**src/rtl/core/csra_pkg.sv**
```systemverilog
// Shared types, codes and defaults for the contiguous slot run allocator.
`timescale 1ns / 1ps

package csra_pkg;

    localparam int SLOTS_DEF = 16;
    localparam int POOLS_DEF = 8;

    localparam int COUNT_W  = 6;
    localparam int POOL_W   = 3;
    localparam int SLOT_W   = 4;
    localparam int STATUS_W = 3;

    localparam logic KIND_ALLOC = 1'b0;
    localparam logic KIND_FREE  = 1'b1;

    localparam logic [STATUS_W-1:0] ST_OK           = 3'd0;
    localparam logic [STATUS_W-1:0] ST_BAD_COUNT    = 3'd1;
    localparam logic [STATUS_W-1:0] ST_NO_SPACE     = 3'd2;
    localparam logic [STATUS_W-1:0] ST_ALREADY_FREE = 3'd3;
    localparam logic [STATUS_W-1:0] ST_BAD_HANDLE   = 3'd4;

    typedef struct packed {
        logic               kind;
        logic [COUNT_W-1:0] count;
        logic [POOL_W-1:0]  pool_index;
        logic [SLOT_W-1:0]  slot_index;
    } t_in_beat;

    typedef struct packed {
        logic [STATUS_W-1:0] status;
        logic [POOL_W-1:0]   granted_pool;
        logic [SLOT_W-1:0]   granted_slot;
        logic                opened_pool;
    } t_out_beat;

    typedef enum logic [2:0] {
        S_IDLE,
        S_DECODE,
        S_SCAN,
        S_FREE_CHK,
        S_RESULT
    } t_state;

endpackage

```
**src/rtl/core/csra_ram.sv**
```systemverilog
// Generic single-write, single-read synchronous RAM with registered read data.
`timescale 1ns / 1ps

module csra_ram #(
    parameter int WIDTH = 16,
    parameter int DEPTH = 8
) (
    input  logic                                     i_clk,
    input  logic                                     i_we,
    input  logic [((DEPTH > 1) ? $clog2(DEPTH) : 1)-1:0] i_waddr,
    input  logic [WIDTH-1:0]                         i_wdata,
    input  logic                                     i_re,
    input  logic [((DEPTH > 1) ? $clog2(DEPTH) : 1)-1:0] i_raddr,
    output logic [WIDTH-1:0]                         o_rdata
);

    logic [WIDTH-1:0] r_mem [DEPTH];

    always_ff @(posedge i_clk) begin
        if (i_we) begin
            r_mem[i_waddr] <= i_wdata;
        end
        if (i_re) begin
            o_rdata <= r_mem[i_raddr];
        end
    end

endmodule

```
**src/rtl/core/csra_fit.sv**
```systemverilog
// First-fit search for a run of free slots within one pool's free map.
`timescale 1ns / 1ps

module csra_fit import csra_pkg::*; #(
    parameter int SLOTS = SLOTS_DEF
) (
    input  logic [SLOTS-1:0]         i_free,
    input  logic [COUNT_W-1:0]       i_count,
    output logic                     o_found,
    output logic [$clog2(SLOTS)-1:0] o_slot,
    output logic [SLOTS-1:0]         o_run,
    output logic [SLOTS-1:0]         o_mask
);

    localparam int SW = $clog2(SLOTS);

    logic [SLOTS-1:0] fit;

    always_comb begin
        for (int i = 0; i < SLOTS; i++) begin
            o_run[i] = (i < int'(i_count));
        end
    end

    // A start position fits when every slot of the run is free and the run
    // stays inside the pool.
    always_comb begin
        for (int s = 0; s < SLOTS; s++) begin
            fit[s] = (((i_free >> s) & o_run) == o_run) && (s + int'(i_count) <= SLOTS);
        end
    end

    always_comb begin
        o_found = 1'b0;
        o_slot  = '0;
        for (int s = SLOTS - 1; s >= 0; s--) begin
            if (fit[s]) begin
                o_found = 1'b1;
                o_slot  = SW'(s);
            end
        end
    end

    assign o_mask = o_run << o_slot;

endmodule

```
**src/rtl/core/contiguous_slot_run_allocator.sv**
```systemverilog
// Top level of the contiguous slot run allocator: sequencer, pool counter and map RAM.
`timescale 1ns / 1ps

// The allocator keeps one free map per pool in a single RAM, one word per pool, and handles
// one request at a time. An allocate reads the active pools one per cycle, newest first,
// and takes the lowest free run of the requested length; if none fits, the next unused
// pool is opened with its first slots taken. The pools are read one at a time, as the map
// RAM has a single read port, so an allocate reads 1 up to the active pool count of them.
// A free passes through decode, a free check and the result state; a request with a bad
// count or bad handle goes from decode to the result state. Valid bits per pool stand in for
// the reset state of the map, so there is no clearing pass after reset. The next request is
// taken once the result has moved to the output register, which holds it while the far side stalls.
module contiguous_slot_run_allocator import csra_pkg::*; #(
    parameter int SLOTS = SLOTS_DEF,
    parameter int POOLS = POOLS_DEF
) (
    input  logic      i_clk,
    input  logic      i_rst_n,
    input  logic      i_in_valid,
    output logic      o_in_stall,
    input  t_in_beat  i_in_data,
    output logic      o_out_valid,
    input  logic      i_out_stall,
    output t_out_beat o_out_data
);

    localparam int PW = (POOLS > 1) ? $clog2(POOLS) : 1;
    localparam int CW = $clog2(POOLS + 1);
    localparam int SW = $clog2(SLOTS);

    t_state          r_state, n_state;
    t_in_beat        r_req, n_req;
    logic [CW-1:0]   r_act_cnt, n_act_cnt;
    logic [POOLS-1:0] r_valid, n_valid;
    logic [PW-1:0]   r_rd_pool, n_rd_pool;
    t_out_beat       r_res, n_res;
    t_out_beat       r_out;
    logic            r_out_vld;

    logic             ram_we, ram_re;
    logic [PW-1:0]    ram_waddr, ram_raddr;
    logic [SLOTS-1:0] ram_wdata, ram_rdata, map_word;

    logic             fit_found;
    logic [SW-1:0]    fit_slot;
    logic [SLOTS-1:0] fit_run, fit_mask, free_mask;

    logic bad_count, bad_handle, all_open, out_free;

    csra_ram #(
        .WIDTH (SLOTS),
        .DEPTH (POOLS)
    ) u_map (
        .i_clk   (i_clk),
        .i_we    (ram_we),
        .i_waddr (ram_waddr),
        .i_wdata (ram_wdata),
        .i_re    (ram_re),
        .i_raddr (ram_raddr),
        .o_rdata (ram_rdata)
    );

    // A pool never written since reset still has every slot free.
    assign map_word = r_valid[r_rd_pool] ? ram_rdata : '1;

    csra_fit #(
        .SLOTS (SLOTS)
    ) u_fit (
        .i_free  (map_word),
        .i_count (r_req.count),
        .o_found (fit_found),
        .o_slot  (fit_slot),
        .o_run   (fit_run),
        .o_mask  (fit_mask)
    );

    assign free_mask  = fit_run << r_req.slot_index;
    assign bad_count  = (r_req.count == '0) || (32'(r_req.count) > 32'(SLOTS));
    assign bad_handle = (32'(r_req.pool_index) >= 32'(r_act_cnt))
                     || (32'(r_req.slot_index) + 32'(r_req.count) > 32'(SLOTS));
    assign all_open   = (32'(r_act_cnt) >= 32'(POOLS));
    assign out_free   = !r_out_vld || !i_out_stall;

    always_comb begin
        n_state = r_state;
        unique case (r_state)
            S_IDLE: begin
                if (i_in_valid) begin
                    n_state = S_DECODE;
                end
            end
            S_DECODE: begin
                if (bad_count) begin
                    n_state = S_RESULT;
                end else if (r_req.kind == KIND_FREE) begin
                    n_state = bad_handle ? S_RESULT : S_FREE_CHK;
                end else begin
                    n_state = S_SCAN;
                end
            end
            S_SCAN: begin
                if (fit_found || r_rd_pool == '0) begin
                    n_state = S_RESULT;
                end
            end
            S_FREE_CHK: begin
                n_state = S_RESULT;
            end
            S_RESULT: begin
                if (out_free) begin
                    n_state = S_IDLE;
                end
            end
            default: begin
                n_state = S_IDLE;
            end
        endcase
    end

    always_comb begin
        n_req     = r_req;
        n_act_cnt = r_act_cnt;
        n_valid   = r_valid;
        n_rd_pool = r_rd_pool;
        n_res     = r_res;
        ram_we    = 1'b0;
        ram_waddr = r_rd_pool;
        ram_wdata = map_word;
        ram_re    = 1'b0;
        ram_raddr = r_rd_pool;
        unique case (r_state)
            S_IDLE: begin
                if (i_in_valid) begin
                    n_req = i_in_data;
                end
            end
            S_DECODE: begin
                n_res = '0;
                if (bad_count) begin
                    n_res.status = ST_BAD_COUNT;
                end else if (r_req.kind == KIND_FREE) begin
                    if (bad_handle) begin
                        n_res.status = ST_BAD_HANDLE;
                    end else begin
                        ram_re    = 1'b1;
                        ram_raddr = PW'(r_req.pool_index);
                        n_rd_pool = PW'(r_req.pool_index);
                    end
                end else begin
                    ram_re    = 1'b1;
                    ram_raddr = PW'(r_act_cnt - CW'(1));
                    n_rd_pool = PW'(r_act_cnt - CW'(1));
                end
            end
            S_SCAN: begin
                if (fit_found) begin
                    ram_we             = 1'b1;
                    ram_waddr          = r_rd_pool;
                    ram_wdata          = map_word & ~fit_mask;
                    n_valid[r_rd_pool] = 1'b1;
                    n_res.status       = ST_OK;
                    n_res.granted_pool = POOL_W'(r_rd_pool);
                    n_res.granted_slot = SLOT_W'(fit_slot);
                end else if (r_rd_pool == '0) begin
                    if (all_open) begin
                        n_res.status = ST_NO_SPACE;
                    end else begin
                        // Open the next pool with the run taken from slot zero.
                        ram_we                   = 1'b1;
                        ram_waddr                = PW'(r_act_cnt);
                        ram_wdata                = ~fit_run;
                        n_valid[PW'(r_act_cnt)]  = 1'b1;
                        n_act_cnt                = r_act_cnt + CW'(1);
                        n_res.status             = ST_OK;
                        n_res.granted_pool       = POOL_W'(r_act_cnt);
                        n_res.opened_pool        = 1'b1;
                    end
                end else begin
                    // Read the next older pool while this one is checked.
                    ram_re    = 1'b1;
                    ram_raddr = r_rd_pool - PW'(1);
                    n_rd_pool = r_rd_pool - PW'(1);
                end
            end
            S_FREE_CHK: begin
                if ((map_word & free_mask) != '0) begin
                    n_res.status = ST_ALREADY_FREE;
                end else begin
                    ram_we             = 1'b1;
                    ram_waddr          = r_rd_pool;
                    ram_wdata          = map_word | free_mask;
                    n_valid[r_rd_pool] = 1'b1;
                    n_res.status       = ST_OK;
                end
            end
            S_RESULT: begin
            end
            default: begin
            end
        endcase
    end

    always_ff @(posedge i_clk) begin
        if (!i_rst_n) begin
            r_state   <= S_IDLE;
            r_act_cnt <= CW'(1);
            r_valid   <= '0;
            r_out_vld <= 1'b0;
        end else begin
            r_state   <= n_state;
            r_act_cnt <= n_act_cnt;
            r_valid   <= n_valid;
            if (r_state == S_RESULT && out_free) begin
                r_out_vld <= 1'b1;
            end else if (!i_out_stall) begin
                r_out_vld <= 1'b0;
            end
        end
    end

    always_ff @(posedge i_clk) begin
        r_req     <= n_req;
        r_rd_pool <= n_rd_pool;
        r_res     <= n_res;
        if (r_state == S_RESULT && out_free) begin
            r_out <= r_res;
        end
    end

    assign o_in_stall  = (r_state != S_IDLE);
    assign o_out_valid = r_out_vld;
    assign o_out_data  = r_out;

endmodule

```
**config.mk**
```make
export PLATFORM = sky130hd
export DESIGN_NAME = contiguous_slot_run_allocator
export DESIGN_NICKNAME = d
export VERILOG_FILES = /design/src/rtl/core/csra_pkg.sv /design/src/rtl/core/csra_ram.sv /design/src/rtl/core/csra_fit.sv /design/src/rtl/core/contiguous_slot_run_allocator.sv
export SDC_FILE = /design/constraint.sdc
export NUM_CORES = 1
export LEC_CHECK = 0
export BUFFER_PORTS_ARGS = -buffer_cell sky130_fd_sc_hd__buf_2
export CAP_MARGIN = 20
export CORE_MARGIN = 3
export CORE_UTILIZATION = 40
export DETAILED_ROUTE_END_ITERATION = 6
export GPL_TIMING_DRIVEN = 0
export HOLD_SLACK_MARGIN = 0.05
export PLACE_DENSITY = 0.67
export SLEW_MARGIN = 30
export SYNTH_ARGS = -nofsm -noshare
export SYNTH_HDL_FRONTEND = slang
export SYNTH_HIERARCHICAL = 1
export SYNTH_SLANG_ARGS = --single-unit
```
**constraint.sdc**
```tcl
create_clock -name i_clk -period 6.9 [get_ports i_clk]
set_input_delay 1.035 -clock i_clk [delete_from_list [all_inputs] [get_ports i_clk]]
set_output_delay 1.035 -clock i_clk [all_outputs]
set_load 0.01 [all_outputs]
```
; ---- Word level (Yosys, flattened, before mapping)
; Memories as Yosys holds them, arrays and structs flattened. A register that Yosys moved wholly into a read port is not among the register bits.
; Index checks and enable logic that the tools add are counted.
[totals]
memories = 1
ram_bits = 128
register_bits = 55
in_bits = 18
[op_classes]
magnitude_cmp = 40
n_bitwise = 25
add_sub_neg = 19
shifts = 2
muxes = 95
eq_ne = 31
n_reduce_logical = 41
[mem_list]
columns = memory, words, word_bits, rd, rd_ports_with_merged_regs, write_ports, line_no
row1 = u_map.r_mem, 8, 16, 1, 1, 1, csra_ram.sv:17  ; logic [WIDTH-1:0] r_mem [DEPTH];
[ops]
columns = operator, count
row1 = "32-bit by 6-bit <= comparator with 1-bit output, second input constant", 15
row2 = 16-bit equality test, 16
row3 = 16-bit two-way mux, 5
row4 = 4-bit two-way mux, 17
row5 = 3-bit two-way mux, 19
row6 = "4-bit by 6-bit adder with 7-bit output, first input constant", 8
row7 = 16-bit bitwise AND, 3
row8 = "4-bit by 6-bit less-than comparator with 1-bit output, first input constant", 8
row9 = 1-bit two-way mux, 35
row10 = 8-bit two-way mux, 4
row11 = 16-bit NOT, 2
row12 = 16-bit one-hot mux with 2 select lines, 1
row13 = 8-bit one-hot mux with 2 select lines, 2
row14 = 16-bit by 4-bit left shift with 16-bit output, 2
row15 = "3-bit by 6-bit adder with 7-bit output, first input constant", 4
row16 = "3-bit by 6-bit less-than comparator with 1-bit output, first input constant", 4
row17 = 1-bit logical AND, 19
row18 = 1-bit by 16-bit bitwise AND with 16-bit output, 1
row19 = 10-bit by 16-bit bitwise AND with 16-bit output, 1
row20 = 11-bit by 16-bit bitwise AND with 16-bit output, 1
row21 = 12-bit by 16-bit bitwise AND with 16-bit output, 1
row22 = 13-bit by 16-bit bitwise AND with 16-bit output, 1
row23 = 14-bit by 16-bit bitwise AND with 16-bit output, 1
row24 = 15-bit by 16-bit bitwise AND with 16-bit output, 1
row25 = other kinds (49), 82

; ---- Depth between registers and ports, before layout
; Gate-level depths: netlist of the first run.
[depth]
ltp_word = 27
ltp_mapped = 24
mapped_depth_nobuf = 18

; ---- Modules after synthesis
; The synthesis of the first run kept the hierarchy.
[by_module_without_submodules]
columns = module, area_per_inst_um2, n_inst, cells_each, seq_area_each_um2
row1 = csra_ram, 5454.0, 1, 214, 4324.1
row2 = contiguous_slot_run_allocator, 4270.3, 1, 448, 1461.4
row3 = csra_fit, 2582.5, 1, 411, 0.0

; ---- Worst setup path after synthesis of the first run
; No wires, ideal clock.
[synth_timing]
path_type = reg-to-reg
startpoint = reg r_rd_pool[0]
endpoint = mem u_map.r_mem[0][0], enable pin
path_stages_with_launch = 21
path_slack_ps = 926
arrival_time_ps = 5565
synth_period_minus_slack_ps = 5974
path_cell_list = dfxtp_1 > buf_2 > mux4_2 > mux2i_1 > clkbuf_1 > or2_2 > clkbuf_1 > a21oi_1 > a2111oi_0 > nand3_1 > nor4_1 > nor3_1 > nand2_1 > or2_2 > clkbuf_1 > nor2b_1 > or3_1 > clkbuf_1 > nand2_1 > nand2b_1 > nor3_1
[synth_via]
elab_cells_between_ends = 80
classes_between = 16 x eq/ne / 29 x mux / 17 x bitwise / 18 x reduce/logical
[synth_rtl]
columns = item, line_no
row1 = from (decl), contiguous_slot_run_allocator.sv:35  ; logic [PW-1:0] r_rd_pool, n_rd_pool;
row2 = from (signal assigned), contiguous_slot_run_allocator.sv:223  ; r_rd_pool <= n_rd_pool;
row3 = 1-bit binary-select mux with 3-bit select (*), contiguous_slot_run_allocator.sv:64  ; assign map_word = r_valid[r_rd_pool] ? ram_rdata : '1;
row4 = 1-bit two-way mux (not written as such) (*), contiguous_slot_run_allocator.sv:64
row5 = 16-bit two-way mux (*), contiguous_slot_run_allocator.sv:64
row6 = net map_word[9], contiguous_slot_run_allocator.sv:42  ; logic [SLOTS-1:0] ram_wdata, ram_rdata, map_word;
row7 = 7-bit by 16-bit bitwise AND with 16-bit output, csra_fit.sv:29  ; fit[s] = (((i_free >> s) & o_run) == o_run) && (s + int'(i_count) <= SLOTS);
row8 = 16-bit equality test, csra_fit.sv:29
row9 = 1-bit logical AND, csra_fit.sv:29
row10 = 1-bit two-way mux (9 in series), csra_fit.sv:37  ; if (fit[s]) begin
row11 = 1-bit two-way mux (*), csra_fit.sv:37
row12 = net fit_found, contiguous_slot_run_allocator.sv:44  ; logic fit_found;
row13 = 1-bit two-way mux (*), contiguous_slot_run_allocator.sv:156  ; if (fit_found) begin
row14 = 1-bit one-hot mux with 2 select lines (*), contiguous_slot_run_allocator.sv:131  ; unique case (r_state)
row15 = net ram_we, contiguous_slot_run_allocator.sv:40  ; logic ram_we, ram_re;
row16 = 1-bit two-way mux (*), csra_ram.sv:20  ; if (i_we) begin
row17 = 1-bit two-way mux (not written as such) (*), csra_ram.sv:21  ; r_mem[i_waddr] <= i_wdata;
row18 = to (decl), csra_ram.sv:17
; Mark *: on every way through the listed nets, which the timed path passes. The rest lies on a longest branch. The select of a mux whose other input is x is not followed.

; ---- Worst setup path in the final report of the first run
[layout_timing]
startpoint = reg r_rd_pool[0]
endpoint = reg u_map.o_rdata[12], read port of u_map.r_mem (data pin)
[layout_via]
elab_cells_between_ends = 78
classes_between = 1 x add/sub / 16 x eq/ne / 28 x mux / 16 x bitwise / 17 x reduce/logical
[layout_rtl]
columns = item, line_no
row1 = 1-bit binary-select mux with 3-bit select (*), contiguous_slot_run_allocator.sv:64
row2 = 1-bit two-way mux (not written as such) (*), contiguous_slot_run_allocator.sv:64
row3 = 16-bit two-way mux (*), contiguous_slot_run_allocator.sv:64
row4 = net map_word[11], contiguous_slot_run_allocator.sv:42
row5 = 5-bit by 16-bit bitwise AND with 16-bit output, csra_fit.sv:29
row6 = 16-bit equality test, csra_fit.sv:29
row7 = 1-bit logical AND, csra_fit.sv:29
row8 = 1-bit two-way mux (11 in series), csra_fit.sv:37
row9 = 1-bit two-way mux (*), csra_fit.sv:37
row10 = net fit_found, contiguous_slot_run_allocator.sv:44
row11 = 3-bit two-way mux (*), n/a
row12 = 3-bit one-hot mux with 2 select lines (*), n/a
row13 = net n_rd_pool[0], contiguous_slot_run_allocator.sv:35
row14 = to (decl), csra_ram.sv:14  ; output logic [WIDTH-1:0] o_rdata
; Marks and branches as above.
; A chain may end at the register's enable or synchronous reset.

==> summary.md, run 1 <==
| Metric | Value |
|---|---|
| Worst-Margin Slew | `approximately 0.90 ns` |
| Layout Skew | `roughly 0.013 ns` |
| Pwr Density | `231.4 nW/um2` |
| Most common cell after layout, fill and taps aside | `edfxtp_1` |
| Status | `complete, but fails checks` |
| Clock Sinks | `around 200` |
| Crit path max-delay cell type | `mux4_1` |
| Worst VDD drop | `0.2082 mV` |
| Root Driver | `clkbuf_16` |
| Library cells used by synthesis | `between 90 and 100` |
| Period minus WS final | `roughly 6.7 ns` |
| R2r setup slk | `just over 0.2 ns` |
| CP Capture Type | `register` |
| Syn_area_per_cell | `approximately 11 um2` |
| Asr flop ratio synth | `0` |
| Reg clk slew, reported paths | `about 0.070 ns` |
| Clk_lat worst skew | `about 0.44 ns` |
| Initial core utilization | `0.4109` |
| Die Wd | `181.4 um` |
| Vias per inst | `roughly 6.6` |
| Worst Path Max Fanout | `10` |
| P&R area growth vs syn | `11.13%` |
| Syn Inst Count | `between 1,000 and 1,500` |
| CTS Hold Buffers Added | `0` |
| Arrival time worst endpoint | `between 6 and 7 ns` |
| IO Port Bufs | `30` |
| IO Count | `31` |
| RR Startpoint | `r_rd_pool[0]$_DFF_P_` |
| Worst Path Required | `between 7 and 8 ns` |
| Routed Antenna Nets | `0` |
| Synthesized flop and latch total | `between 150 and 200` |
| Max Transition Viols Final | `0` |
| Total Wirelength | `slightly below 40,000 um` |
| DR pass1 iterations | `7` |
| Ant diodes | `0` |
| WP buf/inv | `7` |
| Global-route wire length before repair | `roughly 60,000 um` |
| Critical Path Source Type | `register` |
| Sequential area share after synthesis | `0.4701` |
| Worst setup path category | `reg -> reg` |
| Most frequent cells in the layout | `180 x edfxtp_1, 68 x nor2_1, 56 x nand2_1, 49 x buf_2, 49 x o21ai_0` |
| Hold Crit Depth | `0` |
| CP Cell Sequence | `buf_2 -> mux4_2 -> mux2i_4 -> clkbuf_1 -> or2_2 -> clkbuf_1 -> inv_1 -> a221o_1 -> a211oi_2 -> nor4_1 -> nand2_1 -> or2_2 -> clkbuf_2 -> a21o_1 -> nor2_1 -> xnor2_1 -> a221oi_2 -> buf_6 -> buf_6 -> mux4_1 -> mux2_2` |
| CTS tree | `yes` |
| Flop pwr share | `0.435` |
| R2R depth | `21` |
| Largest net degree at the start of global routing | `20` |
| Syn_nets | `between 1,000 and 1,500` |
| Die ar. | `around 33,000 um2` |
| Worst hold path class | `reg -> reg` |
| Fin nets | `about 1,200` |
| Worst hold start | `r_res[9]$_DFFE_PP_` |
| Initial DRC count | `1,491` |
| Clk pwr share | `0.302` |
| Fraction of layout cells with a size suffix above 1 | `0.1937` |
| Crit path largest cell delay | `around 0.60 ns` |
| Critical R2R Capture | `u_map/o_rdata[12]$_DFFE_PP_` |
| Gp weighted congestion | `between 0.9 and 1` |
| Final hold viol count | `0` |
| Worst-case clock buffer depth | `2` |
| Max-Cap Viols | `0` |
| Ys flop type | `edfxtp_1` |
| Avg WL per Cell | `~25 um` |
| Failing checks | `DRC` |
| Net Sw Frac | `0.3275` |
| EDFF count, synth | `180` |
| Core area | `29,950 um2` |
| Leak | `approximately 5 nW` |
| FP Rows | `63` |
| Maximum clock frequency | `around 150 MHz` |
| TNS Setup | `0 ns` |
| Pint | `between 2 and 2.5 mW` |
| Rel. slew slack | `0.3911` |
| Total track usage | `0.2322` |
| Initial antenna violation count | `0` |
| Crit path max-delay family | `buffers and inverters` |
| Num CTS Buffers | `17` |
| Setup WS pre-CTS | `-0.9214 ns` |
| Die Y | `approximately 180 um` |
| Syn Std Cell Area | `roughly 12,000 um2` |
| Unrepaired setup endpoints after global routing | `false` |
| Hold path endpoint | `o_out_data[9]$_DFFE_PP_` |
| DP HPWL | `between 20,000 and 30,000 um` |
| Gate power share | `0.264` |
| Vias in the first global route | `around 9,500` |
| Via count | `approximately 10,000` |
| Final Cycle Share | `0.9699` |
| DRC errors left | `1` |
| Total congestion overflow | `0` |
| Yosys warns | `6` |
| P_sw | `approximately 1.0 mW` |
| Setup ws final | `between 0.2 and 0.25 ns` |
| Setup violators final | `0` |
| Minimum hold slack | `roughly 0.42 ns` |
| CTS H-tree depth | `4` |
-- per-layer routing --
layer  GRT usage  vias up  wire length (um)
met5           0        -                 0
met1      0.3396     4897             16840
met3     0.05769       92              4019
li1            -     4371                 -
met4     0.07343        0              1027
met2      0.3409      640             16990
-- worst reg2reg max path, delay by kind of cell, from the launching register on --
| family | cells | cell delay, ns |
|---|---|---|
| multiplexers | 4 | 1.83 |
| AND/OR/NAND/NOR | 5 | 0.69 |
| buffers and inverters | 7 | 2.04 |
| AO/OA/AOI/OAI | 4 | 1.43 |
| flip-flops | 1 | 0.31 |
| XOR/XNOR | 1 | 0.16 |
-- area by class of cell --
class	count	area [um2]
sequential	199	5787
buffer	78	386.6
clock inverter	13	128.9
multi-input combinational	735	6045
timing repair buffer	35	191.4
fill	2746	16280
clock buffer	19	432.9
tap	390	488.0
inverter	57	217.7
-- worst max-delay path by stage --
stage	from	end	cells past startpoint
floorplan	r_rd_pool[0]$_DFF_P_	u_map/r_mem[0][0]$_DFFE_PP_	20
finish	r_rd_pool[0]$_DFF_P_	u_map/o_rdata[12]$_DFFE_PP_	21
detailed placement	r_rd_pool[2]$_DFF_P_	u_map/o_rdata[8]$_DFFE_PP_	22
global route	r_rd_pool[0]$_DFF_P_	u_map/o_rdata[12]$_DFFE_PP_	22
global placement	r_rd_pool[2]$_DFF_P_	u_map/r_mem[0][6]$_DFFE_PP_	20
CTS	r_rd_pool[0]$_DFF_P_	u_map/o_rdata[12]$_DFFE_PP_	23
-- power groups by stage --
stage	combinational [mW]	clock (mW)	sequential (mW)
floorplan	0.567	0	1.39
global placement	0.798	0	1.39
detailed placement	0.803	0	1.39
CTS	0.816	0.977	1.37
global route	0.887	1.03	1.38
finish	0.834	0.955	1.38
-- metrics by stage --
stage / utilization / cells / total power, mW / area [um2]
6_report: 0.4566 / 1526 / 3.165 / 13680
3_5_place_dp: 0.4360 / 1498 / 2.195 / 13060
2_1_floorplan: - / 1073 / 1.952 / 12310
3_3_place_gp: 0.4322 / 1493 / 2.190 / 12940
4_1_cts: 0.4558 / 1528 / 3.159 / 13650
5_1_grt: 0.4566 / 1526 / 3.293 / 13680
-- registers in the layout (all words and copies together), names as in the netlist --
| name | count |
|---|---|
| o_out_data | 11 |
| o_out_valid | 1 |
| r_act_cnt | 4 |
| r_rd_pool | 3 |
| r_req | 14 |
| r_res | 11 |
| r_state | 3 |
| r_valid | 8 |
| u_map/o_rdata | 16 |
| u_map/r_mem | 128 |
-- cell usage after synthesis (all sizes together) (8+ instances only) --
master	instances	share of area
nor3	21	0.011
and2	12	0.0062
nand3	13	0.0053
inv	53	0.016
xnor2	9	0.0064
ha	14	0.014
or2	22	0.011
nor2b	16	0.0081
mux2	19	0.017
o221ai	8	0.0057
nand2	57	0.018
a211oi	11	0.0089
nand2b	14	0.0071
o211ai	11	0.0067
buf	40	0.019
o31ai	20	0.014
a31o	10	0.0071
a221oi	15	0.011
o21ai	58	0.024
nor4	19	0.011
nor2	76	0.023
clkbuf	42	0.013
a22oi	17	0.010
o22ai	21	0.011
dfxtp	19	0.031
a31oi	14	0.0076
edfxtp	180	0.44
a21oi	47	0.020
mux4	47	0.095
and3	12	0.0061
mux2i	34	0.028
-- cells by family after synthesis --
logic type,Yosys count,synth area share
AO/OA/AOI/OAI,317,0.1910
AND/OR/NAND/NOR,291,0.1247
flip-flops,199,0.4701
buffers and inverters,139,0.04982
multiplexers,100,0.1399
adder cells (fa/ha/maj),15,0.01586
XOR/XNOR,12,0.008541
-- what timing repair did --
item,in CTS,in global routing
setup endpoints to repair,144,144
buffers inserted,0,0
pin swaps,0,1
resized for setup,9,12
(Power assumes the default switching activity.)
==> inputs of run 2 (changes only) <==
REMOVE_ABC_BUFFERS = 1   (was not set)
==> run 2 against run 1 <==
The run still ends with DRC left. First-iteration DRC count shrank 14%. Maximum frequency grew 1.8%. Combinational power shrank 5.6%. Non-clock buffer count shrank 51. Clock skew grew 0.0017 ns. Routed wire length shrank 11%. Register-to-register slack gained 0.12 ns. Total power grew 2.5%. Die area is the same.
==> summary.md, run 2 (same netlist as run 1, synthesis figures left out) <==
| Metric | Value |
|---|---|
| Status | `complete, but fails checks` |
| Failing checks | `DRC` |
| Initial DRC count | `between 1,000 and 1,500` |
| Crit path largest cell delay | `just under 0.6 ns` |
| Number of cells after detailed placement | `approximately 1,400` |
| CTS Hold Buffers Added | `0` |
| Setup ws final | `0.3261 ns` |
| CTS tree | `yes` |
| Critical Path Source Type | `register` |
| Core area | `29,950 um2` |
| FP Rows | `63` |
| Worst-Margin Slew | `0.9394 ns` |
| Clk pwr share | `0.328` |
| Total congestion overflow | `0` |
| Initial antenna violation count | `0` |
| Max-Cap Viols | `0` |
| Net Sw Frac | `0.3265` |
| Clk_lat worst skew | `0.44 ns` |
| CP Cell Sequence | `buf_6 -> buf_8 -> nor2_4 -> and2_1 -> clkinvlp_4 -> buf_4 -> a2111oi_0 -> nand3_1 -> nor4_4 -> nor3_1 -> nand2_1 -> or2_2 -> a21o_1 -> nor2_1 -> xnor2_1 -> a221oi_4 -> buf_6 -> buf_8 -> buf_6 -> mux4_1 -> mux2_2` |
| Die ar. | `between 30,000 and 40,000 um2` |
| Max FFs per register | `~130` |
| CTS H-tree depth | `4` |
| Ant diodes | `0` |
| Initial core utilization | `0.4109` |
| Reg clk slew, reported paths | `about 0.080 ns` |
| Die Wd | `181.4 um` |
| Largest net degree at the start of global routing | `41` |
| Routed Antenna Nets | `0` |
| Pwr Density | `236.1 nW/um2` |
| Largest register by flop count | `u_map/r_mem` |
| Fin nets | `approximately 1,100` |
| DP HPWL | `around 24,000 um` |
| DR pass1 iterations | `7` |
| Most frequent cells in the layout | `180 x edfxtp_1, 68 x nor2_1, 56 x nand2_1, 49 x o21ai_0, 46 x inv_1` |
| CP Capture Type | `register` |
| Worst-case clock buffer depth | `2` |
| Crit path max-delay cell type | `mux4_1` |
| Via count | `about 9,400` |
| Total track usage | `0.2069` |
| Arrival time worst endpoint | `6.76 ns` |
| Die Y | `around 180 um` |
| Most common cell after layout, fill and taps aside | `edfxtp_1` |
| Worst Path Max Fanout | `18` |
| Vias per inst | `between 6 and 7` |
| Fin util | `0.4586` |
| Clock Sinks | `around 200` |
| Largest regs | `u_map/r_mem (128), u_map/o_rdata (16), r_req (14)` |
| Worst Path Required | `about 7.1 ns` |
| Unrepaired setup endpoints after global routing | `false` |
| Root Driver | `clkbuf_16` |
| Final Cycle Share | `0.9527` |
| P_sw | `1.059 mW` |
| P&R area growth vs syn | `11.63%` |
| Gp weighted congestion | `0.9573` |
| Worst setup path category | `reg -> reg` |
| Total Wirelength | `34,490 um` |
| Global-route wire length before repair | `approximately 54,000 um` |
| CP most frequent cell | `buf_6` |
| Fraction of layout cells with a size suffix above 1 | `0.2000` |
| Max Transition Viols Final | `0` |
| Flop pwr share | `0.429` |
| Num CTS Buffers | `17` |
| Leak | `5.029 nW` |
| Layout Skew | `around 0.014 ns` |
| Avg WL per Cell | `~23 um` |
| Worst VDD drop | `about 0.18 mV` |
| Non-Filler Instances | `1,475` |
| Vias in the first global route | `between 9,000 and 10,000` |
| Rel. slew slack | `0.3738` |
| Gate power share | `0.243` |
| Period minus WS final | `6.574 ns` |
| Final hold viol count | `0` |
| IO Count | `31` |
| Setup WS pre-CTS | `-0.2933 ns` |
| IO Port Bufs | `30` |
| Fill count | `roughly 2,700` |
| Setup violators final | `0` |
| Pint | `2.184 mW` |
| Maximum clock frequency | `roughly 150 MHz` |
| DRC errors left | `3` |
| Worst hold path class | `reg -> reg` |
[run 2: power by group through the flow]
stage | Combinational, mW | Clock [mW] | Sequential (mW)
6_report | 0.787 | 1.06 | 1.39
5_1_grt | 0.843 | 1.13 | 1.40
4_1_cts | 0.771 | 1.08 | 1.39
3_5_place_dp | 0.766 | 0 | 1.42
3_3_place_gp | 0.674 | 0 | 1.45
2_1_floorplan | 0.501 | 0 | 1.42
[run 2: critical path, delay by kind of cell (launching register included)]
family | cells | cell delay [ns]
and+or+nand+nor | 8 | 2.33
muxes | 2 | 0.87
AOI/OAI and AO/OA | 3 | 1.06
buffers and inverters | 7 | 1.30
DFF | 1 | 0.53
xor gates and xnor gates | 1 | 0.17
[run 2: through the flow]
stage	instance area [um2]	TNS [ns]	total power, mW	hold slack (ns)
floorplan	11910	-28.97	1.922	0.4003
global placement	12550	-839.68	2.121	0.4019
detailed placement	13000	-25.45	2.184	0.4045
CTS	13660	0	3.246	0.4253
global route	13740	0	3.374	0.4386
finish	13740	0	3.243	0.4274
[run 2: worst paths after layout]
check / slack [ns] / cells past startpoint / from / end
worst max-delay path: 0.33 / 21 / r_req[11]$_DFFE_PP_ / u_map/o_rdata[1]$_DFFE_PP_
worst min-delay path: 0.43 / 0 / r_res[8]$_DFFE_PP_ / o_out_data[8]$_DFFE_PP_
worst max register to register: 0.33 / 21 / r_req[11]$_DFFE_PP_ / u_map/o_rdata[1]$_DFFE_PP_
worst min register to register: 0.43 / 0 / r_res[8]$_DFFE_PP_ / o_out_data[8]$_DFFE_PP_
[run 2: layout make-up]
type                            instances  area [um2]  share of cell area
Clock inverter                         15       231.5             0.01685
Clock buffer                           17       425.4             0.03097
Tap cell                              390       488.0             0.03552
Inverter                               57       220.2             0.01603
Sequential cell                       199        5786              0.4211
Multi-Input combinational cell        735        6062              0.4413
Timing Repair Buffer                   62       525.5             0.03825
[run 2: per-layer routing]
layer / GRT usage / vias up / wire length, um
met1: 0.2895 / 4622 / 14770
li1: - / 4259 / -
met4: 0.07252 / 0 / 1084
met5: 0 / - / 0
met3: 0.03846 / 71 / 2626
met2: 0.3247 / 453 / 16010
[run 2: repair_timing]
| item | in CTS | in global routing |
|---|---|---|
| gates resized for setup | 3 | 5 |
| setup buffers | 0 | 5 |
| setup endpoints to repair | 108 | 146 |
